`src/hw/rtl/ctk_pkg.sv`:
```
// Package for the command line tokenizer.
// Holds the configuration, queue entry types and the warning and error codes.
// No dependencies.
`default_nettype none

package ctk_pkg;

  // Fixed byte values and limits.
  localparam logic [7:0]  DqChar    = 8'h22;
  localparam logic [7:0]  NulChar   = 8'h00;
  localparam logic [15:0] WordLimit = 16'hFFFE;

  // Configuration register indexes.
  localparam logic [2:0] RegIgnoreQuotes = 3'd0;
  localparam logic [2:0] RegCheckParens  = 3'd1;
  localparam logic [2:0] RegSeparator    = 3'd2;
  localparam logic [2:0] RegOpenParen    = 3'd3;
  localparam logic [2:0] RegCloseParen   = 3'd4;

  // Warning codes.
  localparam logic [2:0] WarnNone       = 3'd0;
  localparam logic [2:0] WarnNestedOpen = 3'd1;
  localparam logic [2:0] WarnStrayClose = 3'd2;
  localparam logic [2:0] WarnOpenQuote  = 3'd3;
  localparam logic [2:0] WarnOpenParen  = 3'd4;

  // Error codes.
  localparam logic [1:0] ErrNone      = 2'd0;
  localparam logic [1:0] ErrEmpty     = 2'd1;
  localparam logic [1:0] ErrQuoteOpen = 2'd2;

  // Queue between front and back.
  localparam int QueueDepth = 2;
  localparam int QueuePtrW  = 1;

  // Classification of one byte, made by the front.
  typedef struct packed {
    logic [7:0] in_byte;
    logic       last;
    logic       is_zero;
    logic       is_quote;
    logic       is_sep;
    logic       is_open;
    logic       is_close;
  } ctk_entry_t;

  // Queue status seen by the back.
  typedef struct packed {
    logic valid;
  } ctk_hs_t;

endpackage

`default_nettype wire

```
`src/hw/rtl/ctk_front.sv`:
```
// Front part of the tokenizer: configuration registers and byte classification.
// Depends on ctk_pkg.
`default_nettype none

module ctk_front import ctk_pkg::*; (
  input  wire logic       clk,
  input  wire logic       rst_n,
  input  wire logic       cfg_we,
  input  wire logic [2:0] cfg_index,
  input  wire logic [7:0] cfg_data,
  input  wire logic       in_valid,
  output logic            in_ready,
  input  wire logic [7:0] in_byte,
  input  wire logic       in_last,
  output logic            push_valid,
  input  wire logic       push_ready,
  output ctk_entry_t      push_entry
);

  logic       ignore_quotes_r;
  logic       check_parens_r;
  logic [7:0] separator_r;
  logic [7:0] open_paren_r;
  logic [7:0] close_paren_r;

  // Configuration writes; indexes beyond the list are ignored.
  always_ff @(posedge clk) begin
    if (!rst_n) begin
      ignore_quotes_r <= 1'b0;
      check_parens_r  <= 1'b0;
      separator_r     <= 8'd32;
      open_paren_r    <= 8'd40;
      close_paren_r   <= 8'd41;
    end else if (cfg_we) begin
      unique case (cfg_index)
        RegIgnoreQuotes: ignore_quotes_r <= cfg_data[0];
        RegCheckParens:  check_parens_r  <= cfg_data[0];
        RegSeparator:    separator_r     <= cfg_data;
        RegOpenParen:    open_paren_r    <= cfg_data;
        RegCloseParen:   close_paren_r   <= cfg_data;
        default: ;
      endcase
    end
  end

  // Classify the byte against the configured characters.
  always_comb begin
    push_entry.in_byte  = in_byte;
    push_entry.last     = in_last;
    push_entry.is_zero  = (in_byte == NulChar);
    push_entry.is_quote = !ignore_quotes_r && (in_byte == DqChar);
    push_entry.is_sep   = (in_byte == separator_r);
    push_entry.is_open  = check_parens_r && (in_byte == open_paren_r);
    push_entry.is_close = check_parens_r && (in_byte == close_paren_r);
  end

  assign push_valid = in_valid;
  assign in_ready   = push_ready;

endmodule

`default_nettype wire

```
`src/hw/rtl/ctk_queue.sv`:
```
// Short queue of classified bytes between front and back.
// Depends on ctk_pkg.
`default_nettype none

module ctk_queue import ctk_pkg::*; (
  input  wire logic        clk,
  input  wire logic        rst_n,
  input  wire logic        push_valid,
  output logic             push_ready,
  input  wire ctk_entry_t  push_entry,
  output ctk_hs_t          pop_hs_valid,
  input  wire logic        pop_ready,
  output ctk_entry_t       pop_entry
);

  ctk_entry_t           entry_r [QueueDepth];
  logic [QueuePtrW-1:0] wr_ptr_r, wr_ptr_nxt;
  logic [QueuePtrW-1:0] rd_ptr_r, rd_ptr_nxt;
  logic [QueuePtrW:0]   count_r, count_nxt;
  logic                 do_push, do_pop;

  assign push_ready         = (count_r != (QueuePtrW+1)'(QueueDepth));
  assign do_push            = push_valid && push_ready;
  assign pop_hs_valid.valid = (count_r != '0);
  assign do_pop             = pop_hs_valid.valid && pop_ready;
  assign pop_entry          = entry_r[rd_ptr_r];

  // Pointer and fill count update.
  always_comb begin
    wr_ptr_nxt = do_push ? wr_ptr_r + 1'b1 : wr_ptr_r;
    rd_ptr_nxt = do_pop  ? rd_ptr_r + 1'b1 : rd_ptr_r;
    count_nxt  = count_r + (QueuePtrW+1)'(do_push) - (QueuePtrW+1)'(do_pop);
  end

  always_ff @(posedge clk) begin
    if (!rst_n) begin
      wr_ptr_r <= '0;
      rd_ptr_r <= '0;
      count_r  <= '0;
    end else begin
      wr_ptr_r <= wr_ptr_nxt;
      rd_ptr_r <= rd_ptr_nxt;
      count_r  <= count_nxt;
    end
  end

  // Entry storage needs no reset.
  always_ff @(posedge clk) begin
    if (do_push) begin
      entry_r[wr_ptr_r] <= push_entry;
    end
  end

endmodule

`default_nettype wire

```
`src/hw/rtl/ctk_back.sv`:
```
// Back part of the tokenizer: message state, word counting and the result register.
// Depends on ctk_pkg.
`default_nettype none

module ctk_back import ctk_pkg::*; (
  input  wire logic       clk,
  input  wire logic       rst_n,
  input  wire ctk_hs_t    pop_hs,
  output logic            pop_ready,
  input  wire ctk_entry_t pop_entry,
  output logic            out_valid,
  input  wire logic       out_ready,
  output logic [7:0]      out_byte,
  output logic            out_word_start,
  output logic            out_done_res,
  output logic [15:0]     out_param_count,
  output logic [2:0]      out_warning_code,
  output logic [1:0]      out_error_code
);

  // Message state.
  logic        in_quote_r, in_quote_nxt;
  logic        in_group_r, in_group_nxt;
  logic        prev_zero_r, prev_zero_nxt;
  logic        at_start_r, at_start_nxt;
  logic [15:0] word_count_r, word_count_nxt;
  logic [2:0]  first_warn_r, first_warn_nxt;
  logic        terminated_r, terminated_nxt;

  // Result register.
  logic        out_valid_r;
  logic [7:0]  out_byte_r, out_byte_nxt;
  logic        word_start_r, word_start_nxt;
  logic        done_r, done_nxt;
  logic [15:0] param_r, param_nxt;
  logic [2:0]  warn_r, warn_nxt;
  logic [1:0]  err_r, err_nxt;

  logic        take;

  assign pop_ready = !out_valid_r || out_ready;
  assign take      = pop_hs.valid && pop_ready;

  // Process one classified byte against the current message state.
  always_comb begin
    logic       q, g, fin, clear, byte_zero;
    logic [2:0] fw;
    logic [15:0] wc;
    logic [7:0] ob;

    q         = in_quote_r;
    g         = in_group_r;
    fw        = first_warn_r;
    wc        = word_count_r;
    ob        = pop_entry.in_byte;
    fin       = 1'b0;
    clear     = 1'b0;
    byte_zero = 1'b0;

    prev_zero_nxt  = prev_zero_r;
    at_start_nxt   = at_start_r;
    terminated_nxt = terminated_r;
    word_start_nxt = 1'b0;
    done_nxt       = 1'b0;
    param_nxt      = '0;
    warn_nxt       = WarnNone;
    err_nxt        = ErrNone;

    priority if (terminated_r) begin
      // Pass through until the last byte of the buffer.
      clear = pop_entry.last;
    end else if (at_start_r && pop_entry.is_zero) begin
      // Empty message.
      done_nxt = 1'b1;
      err_nxt  = ErrEmpty;
      clear    = pop_entry.last;
      terminated_nxt = !pop_entry.last;
    end else if (pop_entry.is_zero || (word_count_r == WordLimit)) begin
      // Terminator or word limit: end the message with this byte unchanged.
      fin     = 1'b1;
      err_nxt = in_quote_r ? ErrQuoteOpen : ErrNone;
      clear   = pop_entry.last;
      terminated_nxt = !pop_entry.last;
    end else begin
      // Ordinary byte: replace and track quotes and groups.
      priority if (pop_entry.is_quote) begin
        ob = NulChar;
        q  = !q;
      end else if (!in_quote_r && !in_group_r && pop_entry.is_sep) begin
        ob = NulChar;
      end else if (pop_entry.is_open) begin
        if (g) begin
          if (fw == WarnNone) fw = WarnNestedOpen;
        end else begin
          g = 1'b1;
        end
        ob = NulChar;
      end else if (pop_entry.is_close) begin
        if (!g) begin
          if (fw == WarnNone) fw = WarnStrayClose;
        end else begin
          g = 1'b0;
        end
        ob = NulChar;
      end else begin
        ob = pop_entry.in_byte;
      end
      byte_zero = (ob == NulChar);
      if (!byte_zero && (at_start_r || prev_zero_r)) begin
        word_start_nxt = 1'b1;
        wc = wc + 16'd1;
      end
      prev_zero_nxt = byte_zero;
      at_start_nxt  = 1'b0;
      fin   = pop_entry.last;
      clear = pop_entry.last;
    end

    // Message end report: open quote, then open group warnings.
    if (fin) begin
      if (q && (fw == WarnNone)) fw = WarnOpenQuote;
      if (g && (fw == WarnNone)) fw = WarnOpenParen;
      done_nxt  = 1'b1;
      param_nxt = (wc != 16'd0) ? wc - 16'd1 : 16'd0;
      warn_nxt  = fw;
    end

    out_byte_nxt   = ob;
    in_quote_nxt   = q;
    in_group_nxt   = g;
    first_warn_nxt = fw;
    word_count_nxt = wc;

    // Start a new message after the last byte.
    if (clear) begin
      in_quote_nxt   = 1'b0;
      in_group_nxt   = 1'b0;
      prev_zero_nxt  = 1'b0;
      at_start_nxt   = 1'b1;
      word_count_nxt = '0;
      first_warn_nxt = WarnNone;
      terminated_nxt = 1'b0;
    end
  end

  // Control state.
  always_ff @(posedge clk) begin
    if (!rst_n) begin
      in_quote_r   <= 1'b0;
      in_group_r   <= 1'b0;
      prev_zero_r  <= 1'b0;
      at_start_r   <= 1'b1;
      word_count_r <= '0;
      first_warn_r <= WarnNone;
      terminated_r <= 1'b0;
      out_valid_r  <= 1'b0;
    end else begin
      if (take) begin
        in_quote_r   <= in_quote_nxt;
        in_group_r   <= in_group_nxt;
        prev_zero_r  <= prev_zero_nxt;
        at_start_r   <= at_start_nxt;
        word_count_r <= word_count_nxt;
        first_warn_r <= first_warn_nxt;
        terminated_r <= terminated_nxt;
      end
      if (pop_ready) begin
        out_valid_r <= pop_hs.valid;
      end
    end
  end

  // Result payload.
  always_ff @(posedge clk) begin
    if (take) begin
      out_byte_r   <= out_byte_nxt;
      word_start_r <= word_start_nxt;
      done_r       <= done_nxt;
      param_r      <= param_nxt;
      warn_r       <= warn_nxt;
      err_r        <= err_nxt;
    end
  end

  assign out_valid        = out_valid_r;
  assign out_byte         = out_byte_r;
  assign out_word_start   = word_start_r;
  assign out_done_res     = done_r;
  assign out_param_count  = param_r;
  assign out_warning_code = warn_r;
  assign out_error_code   = err_r;

endmodule

`default_nettype wire

```
`src/hw/rtl/command_line_tokenizer.sv`:
```
// Top level of the command line tokenizer: front, queue and back.
// Depends on ctk_pkg, ctk_front, ctk_queue and ctk_back.
//
//   Channel  Direction  Handshake            Payload
//   in       input      in_valid/in_ready    in_byte, in_last
//   out      output     out_valid/out_ready  out_byte, out_word_start, out_done_res,
//                                            out_param_count, out_warning_code,
//                                            out_error_code
//   cfg      input      cfg_we               cfg_index, cfg_data
//
// One byte per cycle sustained while the output is not stalled; each byte is registered
// first in the two-entry queue and then in the result register before its result shows.
// The back's message state update is one combinational step, which sets the rate.
// Reset is synchronous and active low and restores the configuration defaults.
// A stalled output fills the queue, after which in_ready drops.
`default_nettype none

module command_line_tokenizer import ctk_pkg::*; (
  input  wire logic        clk,
  input  wire logic        rst_n,
  input  wire logic        cfg_we,
  input  wire logic [2:0]  cfg_index,
  input  wire logic [7:0]  cfg_data,
  input  wire logic        in_valid,
  output logic             in_ready,
  input  wire logic [7:0]  in_byte,
  input  wire logic        in_last,
  output logic             out_valid,
  input  wire logic        out_ready,
  output logic [7:0]       out_byte,
  output logic             out_word_start,
  output logic             out_done_res,
  output logic [15:0]      out_param_count,
  output logic [2:0]       out_warning_code,
  output logic [1:0]       out_error_code
);

  logic       push_valid, push_ready, pop_ready;
  ctk_entry_t push_entry, pop_entry;
  ctk_hs_t    pop_hs;

  ctk_front u_front (
    .clk        (clk),
    .rst_n      (rst_n),
    .cfg_we     (cfg_we),
    .cfg_index  (cfg_index),
    .cfg_data   (cfg_data),
    .in_valid   (in_valid),
    .in_ready   (in_ready),
    .in_byte    (in_byte),
    .in_last    (in_last),
    .push_valid (push_valid),
    .push_ready (push_ready),
    .push_entry (push_entry)
  );

  ctk_queue u_queue (
    .clk          (clk),
    .rst_n        (rst_n),
    .push_valid   (push_valid),
    .push_ready   (push_ready),
    .push_entry   (push_entry),
    .pop_hs_valid (pop_hs),
    .pop_ready    (pop_ready),
    .pop_entry    (pop_entry)
  );

  ctk_back u_back (
    .clk              (clk),
    .rst_n            (rst_n),
    .pop_hs           (pop_hs),
    .pop_ready        (pop_ready),
    .pop_entry        (pop_entry),
    .out_valid        (out_valid),
    .out_ready        (out_ready),
    .out_byte         (out_byte),
    .out_word_start   (out_word_start),
    .out_done_res     (out_done_res),
    .out_param_count  (out_param_count),
    .out_warning_code (out_warning_code),
    .out_error_code   (out_error_code)
  );

endmodule

`default_nettype wire
```
`config.mk`:
```
export PLATFORM = sky130hd
export DESIGN_NAME = command_line_tokenizer
export DESIGN_NICKNAME = d
export VERILOG_FILES = /design/src/hw/rtl/ctk_pkg.sv /design/src/hw/rtl/ctk_front.sv /design/src/hw/rtl/ctk_queue.sv /design/src/hw/rtl/ctk_back.sv /design/src/hw/rtl/command_line_tokenizer.sv
export SDC_FILE = /design/constraint.sdc
export NUM_CORES = 1
export LEC_CHECK = 0
export BUFFER_PORTS_ARGS = -buffer_cell sky130_fd_sc_hd__buf_2
export CAP_MARGIN = 0
export CORE_ASPECT_RATIO = 0.8
export CORE_UTILIZATION = 25
export DETAILED_ROUTE_END_ITERATION = 10
export SETUP_SLACK_MARGIN = 0.2
export SLEW_MARGIN = 20
export SYNTH_ARGS = -nofsm -noshare
export SYNTH_HDL_FRONTEND = slang
export SYNTH_HIERARCHICAL = 1
export SYNTH_SLANG_ARGS = --single-unit
```
`constraint.sdc`:
```
create_clock -name clk -period 5.06 [get_ports clk]
set_clock_uncertainty 0.05 [all_clocks]
set_input_delay 0.253 -clock clk [delete_from_list [all_inputs] [get_ports clk]]
set_output_delay 0.253 -clock clk [all_outputs]
set_load 0.03 [all_outputs]
```
# --- Word level (Yosys, flattened, before mapping) ---
# Memories as Yosys holds them, arrays and structs flattened. A register that Yosys moved wholly into a read port is not among the register bits.
# Index checks and enable logic that the tools add are counted.
word_totals:
  register_bits: 86
  latchBits: 0
  ramBits: 28
  romBits: 0
  inputBits: 25
  output_inout_bits: 33
  word_cells: 150
  memories: 1
classes:
  add_sub_neg: 6
  multipliers: 0
  div: 0
  n_lt_le_gt_ge: 0
  eq_ne: 13
  n_shift: 0
  mux: 69
  bitwise: 1
  n_reduce_logical: 37
mem_list:
  columns: ["name", "words", "width", "rd", "rd_ports_with_merged_regs", "write_ports", "line", "rtl"]
  rows:
  - ["u_queue.entry_r", 2, 14, 1, 1, 1, "ctk_queue.sv:16", "ctk_entry_t entry_r [QueueDepth];"]
ops:
  columns: ["cell", "n"]
  rows:
  - ["$mux 16", 5]
  - ["$mux 8", 10]
  - ["$mux 3", 16]
  - ["$mux 1", 37]
  - ["$eq 8x8->1", 3]
  - ["$add 16x1->16 const B", 1]
  - ["$eq 16x16->1 const B", 1]
  - ["$logic_not 8->1", 2]
  - ["$reduce_bool 16->1", 1]
  - ["$sub 16x1->16 const B", 1]
  - ["$logic_not 3->1", 4]
  - ["$reduce_and 2->1", 6]
  - ["$logic_and 1x1->1", 11]
  - ["$eq 8x6->1 const B", 1]
  - ["$eq 3x2->1 const B", 2]
  - ["$logic_not 1->1", 6]
  - ["$ne 2x1->1 const B", 3]
  - ["$reduce_or 3->1", 2]
  - ["$reduce_and 4->1", 1]
  - ["$eq 3x1->1 const B", 1]
  - ["$eq 3x3->1 const B", 1]
  - ["$logic_or 1x1->1", 3]
  - ["$add 1x1->1 const B", 2]
  - ["$add 2x1->2", 1]
  - ["5 further kinds", 5]

# --- Depth between registers and ports, before layout ---
depth:
  word_depth: 19
  depth_mapped: 14
  mapped_depth_nobuf: 14

# --- Modules after synthesis ---
# Netlist, hierarchy kept.
by_module_without_submodules:
  columns: ["mod", "n_inst", "cells_each", "area_per_inst_um2", "seq_area_each_um2"]
  rows:
  - ["ctk_back", 1, 398, 3548.4, 1431.4]
  - ["ctk_front", 1, 151, 1402.6, 520.5]
  - ["ctk_queue", 1, 67, 1244.9, 940.9]

# --- Worst setup path before layout ---
# OpenSTA, ideal clock, no wires.
synth_timing:
  path_type: "flip-flop to flip-flop"
  from: "register with a tool-made name"
  to: "register u_back.param_r[13] (netlist: u_back/out_param_count[13]) (data pin)"
  setup_time_ps: 255
  arrival_ps: 3312
  required_ps: 4755
  setup_slack_ps: 1443
  stages_incl_launch_ff: 15
  path_buffers: 2
  period_less_slack_ps: 3617
  cell_sequence: "dfxtp_1 > buf_6 > mux2_2 > nor3b_1 > nor4_2 > nand2_1 > nor3_1 > nand2_1 > o21ai_0 > ha_1 > and3_1 > nand3_2 > o31ai_4 > buf_6 > nor2_2"
synth_rtl:
  columns: ["element", "line", "rtl"]
  rows:
  - ["end signal: assignment", "ctk_back.sv:179", "param_r <= param_nxt;"]
  - ["end: declaration", "ctk_back.sv:35", "logic [15:0] param_r, param_nxt;"]

==> results by group <==
Status
  – Status: completed

STA
  – Min cycle time layout: about 4.4 ns
  – TNS Setup: 0 ns
  – Relative slew margins: 0.326
  – F_max: approximately 0.23 GHz
  – Final Cycle Share: 0.872
  – Worst Max-Slew Pin Slew: a little over 1 ns
  – Setup Viol. Count Final: 0
  – Final Hold Viols: 0
  – Unrepaired setup endpoints after global routing: false
  – Pins Over Slew Limit: 0

Placement
  – Area after DPL: about 6700 um2
  – Final Wtd Congestion: 0.880
  – Post-DP HPWL: approximately 11,000 um
  – Port-buffer cells: 57

Synth
  – Synth Register Bits: 115
  – Post-synth top flop: edfxtp_1
  – Register area share after synthesis: 0.467
  – Syn nets: about 650
  – Cells after Synth: between 600 and 700
  – Synth warn: 6
  – Number of synthesized flops with an enable pin: approximately 60
  – Post-synth cell types: 73
  – Ys async rst share: 0
  – Post-Syn Area: between 6000 and 7000 um2
  – Mapped Avg Cell Area: between 10 and 15 um2

Critical path
  – Crit path buffers/inverters: 1
  – Levels on crit path: 12
  – Crit Reg-Reg Endpoint: u_back/out_param_count[6]$_SDFFCE_PN0P_
  – Req. time, crit path: slightly above 5 ns
  – Crit Path Category: flip-flop to flip-flop
  – Startpoint types: flip-flop
  – Slowest stage cell on the critical path: o31ai_4
  – Worst-path cell chain: mux2_2, nor4_1, nand2_1, nand2_1, nor3_1, buf_4, xnor2_1, ha_1, and3_1, nand3_2, o31ai_4, nor3_1
  – Worst Path Arrival: 4.49 ns
  – R2R cell count: 12
  – Delay of the slowest critical-path stage: between 0.7 and 0.8 ns
  – Worst setup EP type: flip-flop
  – Cell family with most CP delay: simple AND/OR/NAND/NOR gates
  – R2R setup slack: approximately 0.65 ns
  – Critical Path Fanout Max: 14

Pwr
  – Leak: roughly 0.0026 uW
  – Clock power frac: 0.323
  – Sequential Power Share: 0.349
  – Gate power share: 0.329
  – Internal power: roughly 2400 uW
  – Sw Ratio: 0.360
  – Psw: around 1300 uW
  – Power per cell area: 513 nW/um2
  – Worst vdd ir: 0.258 mV

Cells and area
  – Final instance area: 7310 um2
  – Nets: 689
  – Filler cells: between 2,000 and 2,500
  – Multi-input logic area: a little over 3000 um2
  – Register Area: 2890 um2
  – Share of layout cells above drive strength 1: 0.210
  – N_diodes: 0
  – Synth-to-Final Area Change: 18.0%

Die
  – Die Y: 143 um
  – Rows: 51
  – I/O Pins: between 50 and 60
  – Die ar.: 25,400 um2
  – Width of the die: 178 um
  – Core area: 24,300 um2
  – Initial Utilization: 0.255

Global routing
  – Initial antenna violation count: 0
  – Global router's overall resource usage: 0.126
  – Largest net degree at the start of global routing: 57
  – Global-route wire length before repair: between 20,000 and 25,000 um
  – Vias in the first global route: 4,417
  – GRT Residual Overflow: 0

Routing
  – Via Count: 4,705
  – Pre-Repair DR Iteration Count: 5
  – Final WL: about 15,000 um
  – Post-route DRC: 0
  – Routed len/inst: 15.3 um
  – Vias per cell: roughly 4.8
  – First DRT Iteration DRCs: about 320
  – ANT nets after route: 0

Clocking
  – TritonCTS clock tree: done
  – # clock sinks: 115
  – Setup bufs post-CTS: 0
  – Post-CTS resize count: 0
  – CTS root buf: clkbuf_16
  – Clk Latency, worst-skew pair: roughly 0.42 ns
  – Clock buffer depth: 2
  – Cts bufs inserted: 17
  – Clk pin slew, worst setup/hold paths: 0.06 ns
  – H-tree depth: 4

Worst hold path
  – Worst Hold Depth: 3
  – Min-Delay Path Class: input pin to flip-flop
  – Hold_sp: cfg_data[5]
  – Worst Hold End: u_front/close_paren_r[5]$_SDFFE_PN1P_

Run
  – Total of max-cap violations: 0
-- repair_timing --
item                                   in CTS  in global routing
endpoints found under the hold margin       2                  0
setup endpoints to repair                   0                  2
hold buffers                                1                  0
-- routing by layer --
metal  part of all wire  wire [um]  track usage
met1               0.50       7580        0.182
met2               0.43       6510        0.171
met3              0.054        822       0.0349
met4              0.016        236       0.0580
met5                  0          0            0
-- worst max-delay path by stage --
stage | end | slack (ns)
5_1_grt | u_back/out_param_count[6]$_SDFFCE_PN0P_ | 0.22
3_5_place_dp | u_back/out_param_count[6]$_SDFFCE_PN0P_ | 0.64
4_1_cts | u_back/out_param_count[6]$_SDFFCE_PN0P_ | 0.62
3_3_place_gp | u_back/out_param_count[6]$_SDFFCE_PN0P_ | 0.74
2_1_floorplan | u_back/out_param_count[13]$_SDFFCE_PN0P_ | 1.44
6_report | u_back/out_param_count[6]$_SDFFCE_PN0P_ | 0.65
-- cell type report --
class / instances / share of cell area
clock inverters: 7 / 0.00701
flip-flops and latches: 115 / 0.396
inverters: 10 / 0.00513
clock buffers: 25 / 0.0772
repair buffers: 64 / 0.0465
multi-input cells: 451 / 0.414
well taps: 318 / 0.0544
-- flip-flops by register name, summed over array words and instances, names as in the netlist, 2 cells and up, named ones only --
| signal | flops |
|---|---|
| u_queue/entry_r | 28 |
| u_back/out_param_count | 16 |
| u_back/word_count_r | 16 |
| u_back/out_byte | 8 |
| u_front/close_paren_r | 8 |
| u_front/open_paren_r | 8 |
| u_front/separator_r | 8 |
| u_back/first_warn_r | 3 |
| u_back/out_warning_code | 3 |
| u_back/out_error_code | 2 |
| u_queue/count_r | 2 |
-- placed cells by master, fill, tap and decap left out, types with 7 or more instances in the layout --
cell       instances
a21boi_0           9
a21oi_1           21
and2_1            23
and3_1             8
buf_2             57
clkbuf_16         21
dfxtp_1           56
edfxtp_1          59
inv_1             10
mux2_2            14
mux2i_1           24
nand2_1           59
nand3_1           14
nand4_1           10
nor2_1            31
nor2_2             7
nor2b_1           26
nor3_1            31
nor4_1             7
o21ai_0           21
xnor2_1           39
-- cells in the mapped netlist, drive strengths merged, types with 3 or more instances --
| master | count | area (um2) |
|---|---|---|
| a21boi | 9 | 67.6 |
| a21o | 3 | 22.5 |
| a21oi | 24 | 131 |
| a22oi | 4 | 30.0 |
| a2bb2oi | 3 | 26.3 |
| a31oi | 5 | 31.3 |
| and2 | 24 | 151 |
| and3 | 8 | 50.1 |
| and4bb | 3 | 37.5 |
| buf | 25 | 180 |
| clkbuf | 15 | 56.3 |
| dfxtp | 56 | 1120 |
| edfxtp | 59 | 1770 |
| ha | 5 | 62.6 |
| inv | 10 | 37.5 |
| mux2 | 14 | 158 |
| mux2i | 24 | 240 |
| nand2 | 60 | 228 |
| nand2b | 6 | 37.5 |
| nand3 | 17 | 100 |
| nand4 | 10 | 62.6 |
| nor2 | 40 | 191 |
| nor2b | 26 | 163 |
| nor3 | 31 | 155 |
| nor3b | 4 | 30.0 |
| nor4 | 9 | 68.8 |
| nor4b | 3 | 26.3 |
| o21a | 4 | 31.3 |
| o21ai | 22 | 110 |
| o22ai | 3 | 18.8 |
| o31ai | 7 | 71.3 |
| or2 | 7 | 46.3 |
| or3 | 5 | 36.3 |
| or4 | 5 | 41.3 |
| xnor2 | 39 | 342 |
| xor2 | 3 | 26.3 |
-- worst min-delay path, delay by kind of cell --
family	cells	cell delay, ns
buffers and inverters	1	0.10
muxes	1	0.07
and+or+nand+nor	1	0.06
-- logic make-up after synthesis --
| family | after synthesis | synth area share |
|---|---|---|
| multiplexers | 38 | 0.0642 |
| AO/OA/AOI/OAI | 99 | 0.112 |
| flip-flops | 115 | 0.467 |
| buffers and inverters | 50 | 0.0442 |
| AND/OR/NAND/NOR | 267 | 0.243 |
| adder cells (fa/ha/maj) | 5 | 0.0101 |
| XOR/XNOR | 42 | 0.0594 |
-- power groups by stage --
stage          clock, uW  sequential [uW]  combinational [uW]
2_1_floorplan          0             1540                 682
3_3_place_gp           0             1330                1220
3_5_place_dp           0             1330                1230
4_1_cts             1240             1310                1240
5_1_grt             1280             1330                1350
6_report            1210             1310                1230
-- metrics by stage --
step	utilization	power, uW	hold WS (ns)	std cells	setup WS, ns
final	0.301	3750	0.0373	990	0.649
after global routing	0.301	3960	0.0286	990	0.217
after CTS	0.301	3790	0.0173	990	0.621
after detailed placement	0.275	2560	0.410	957	0.639
after global placement	0.275	2550	0.407	957	0.743
after floorplan	-	2220	0.325	616	1.44
Power figures use the tool's default switching activity.
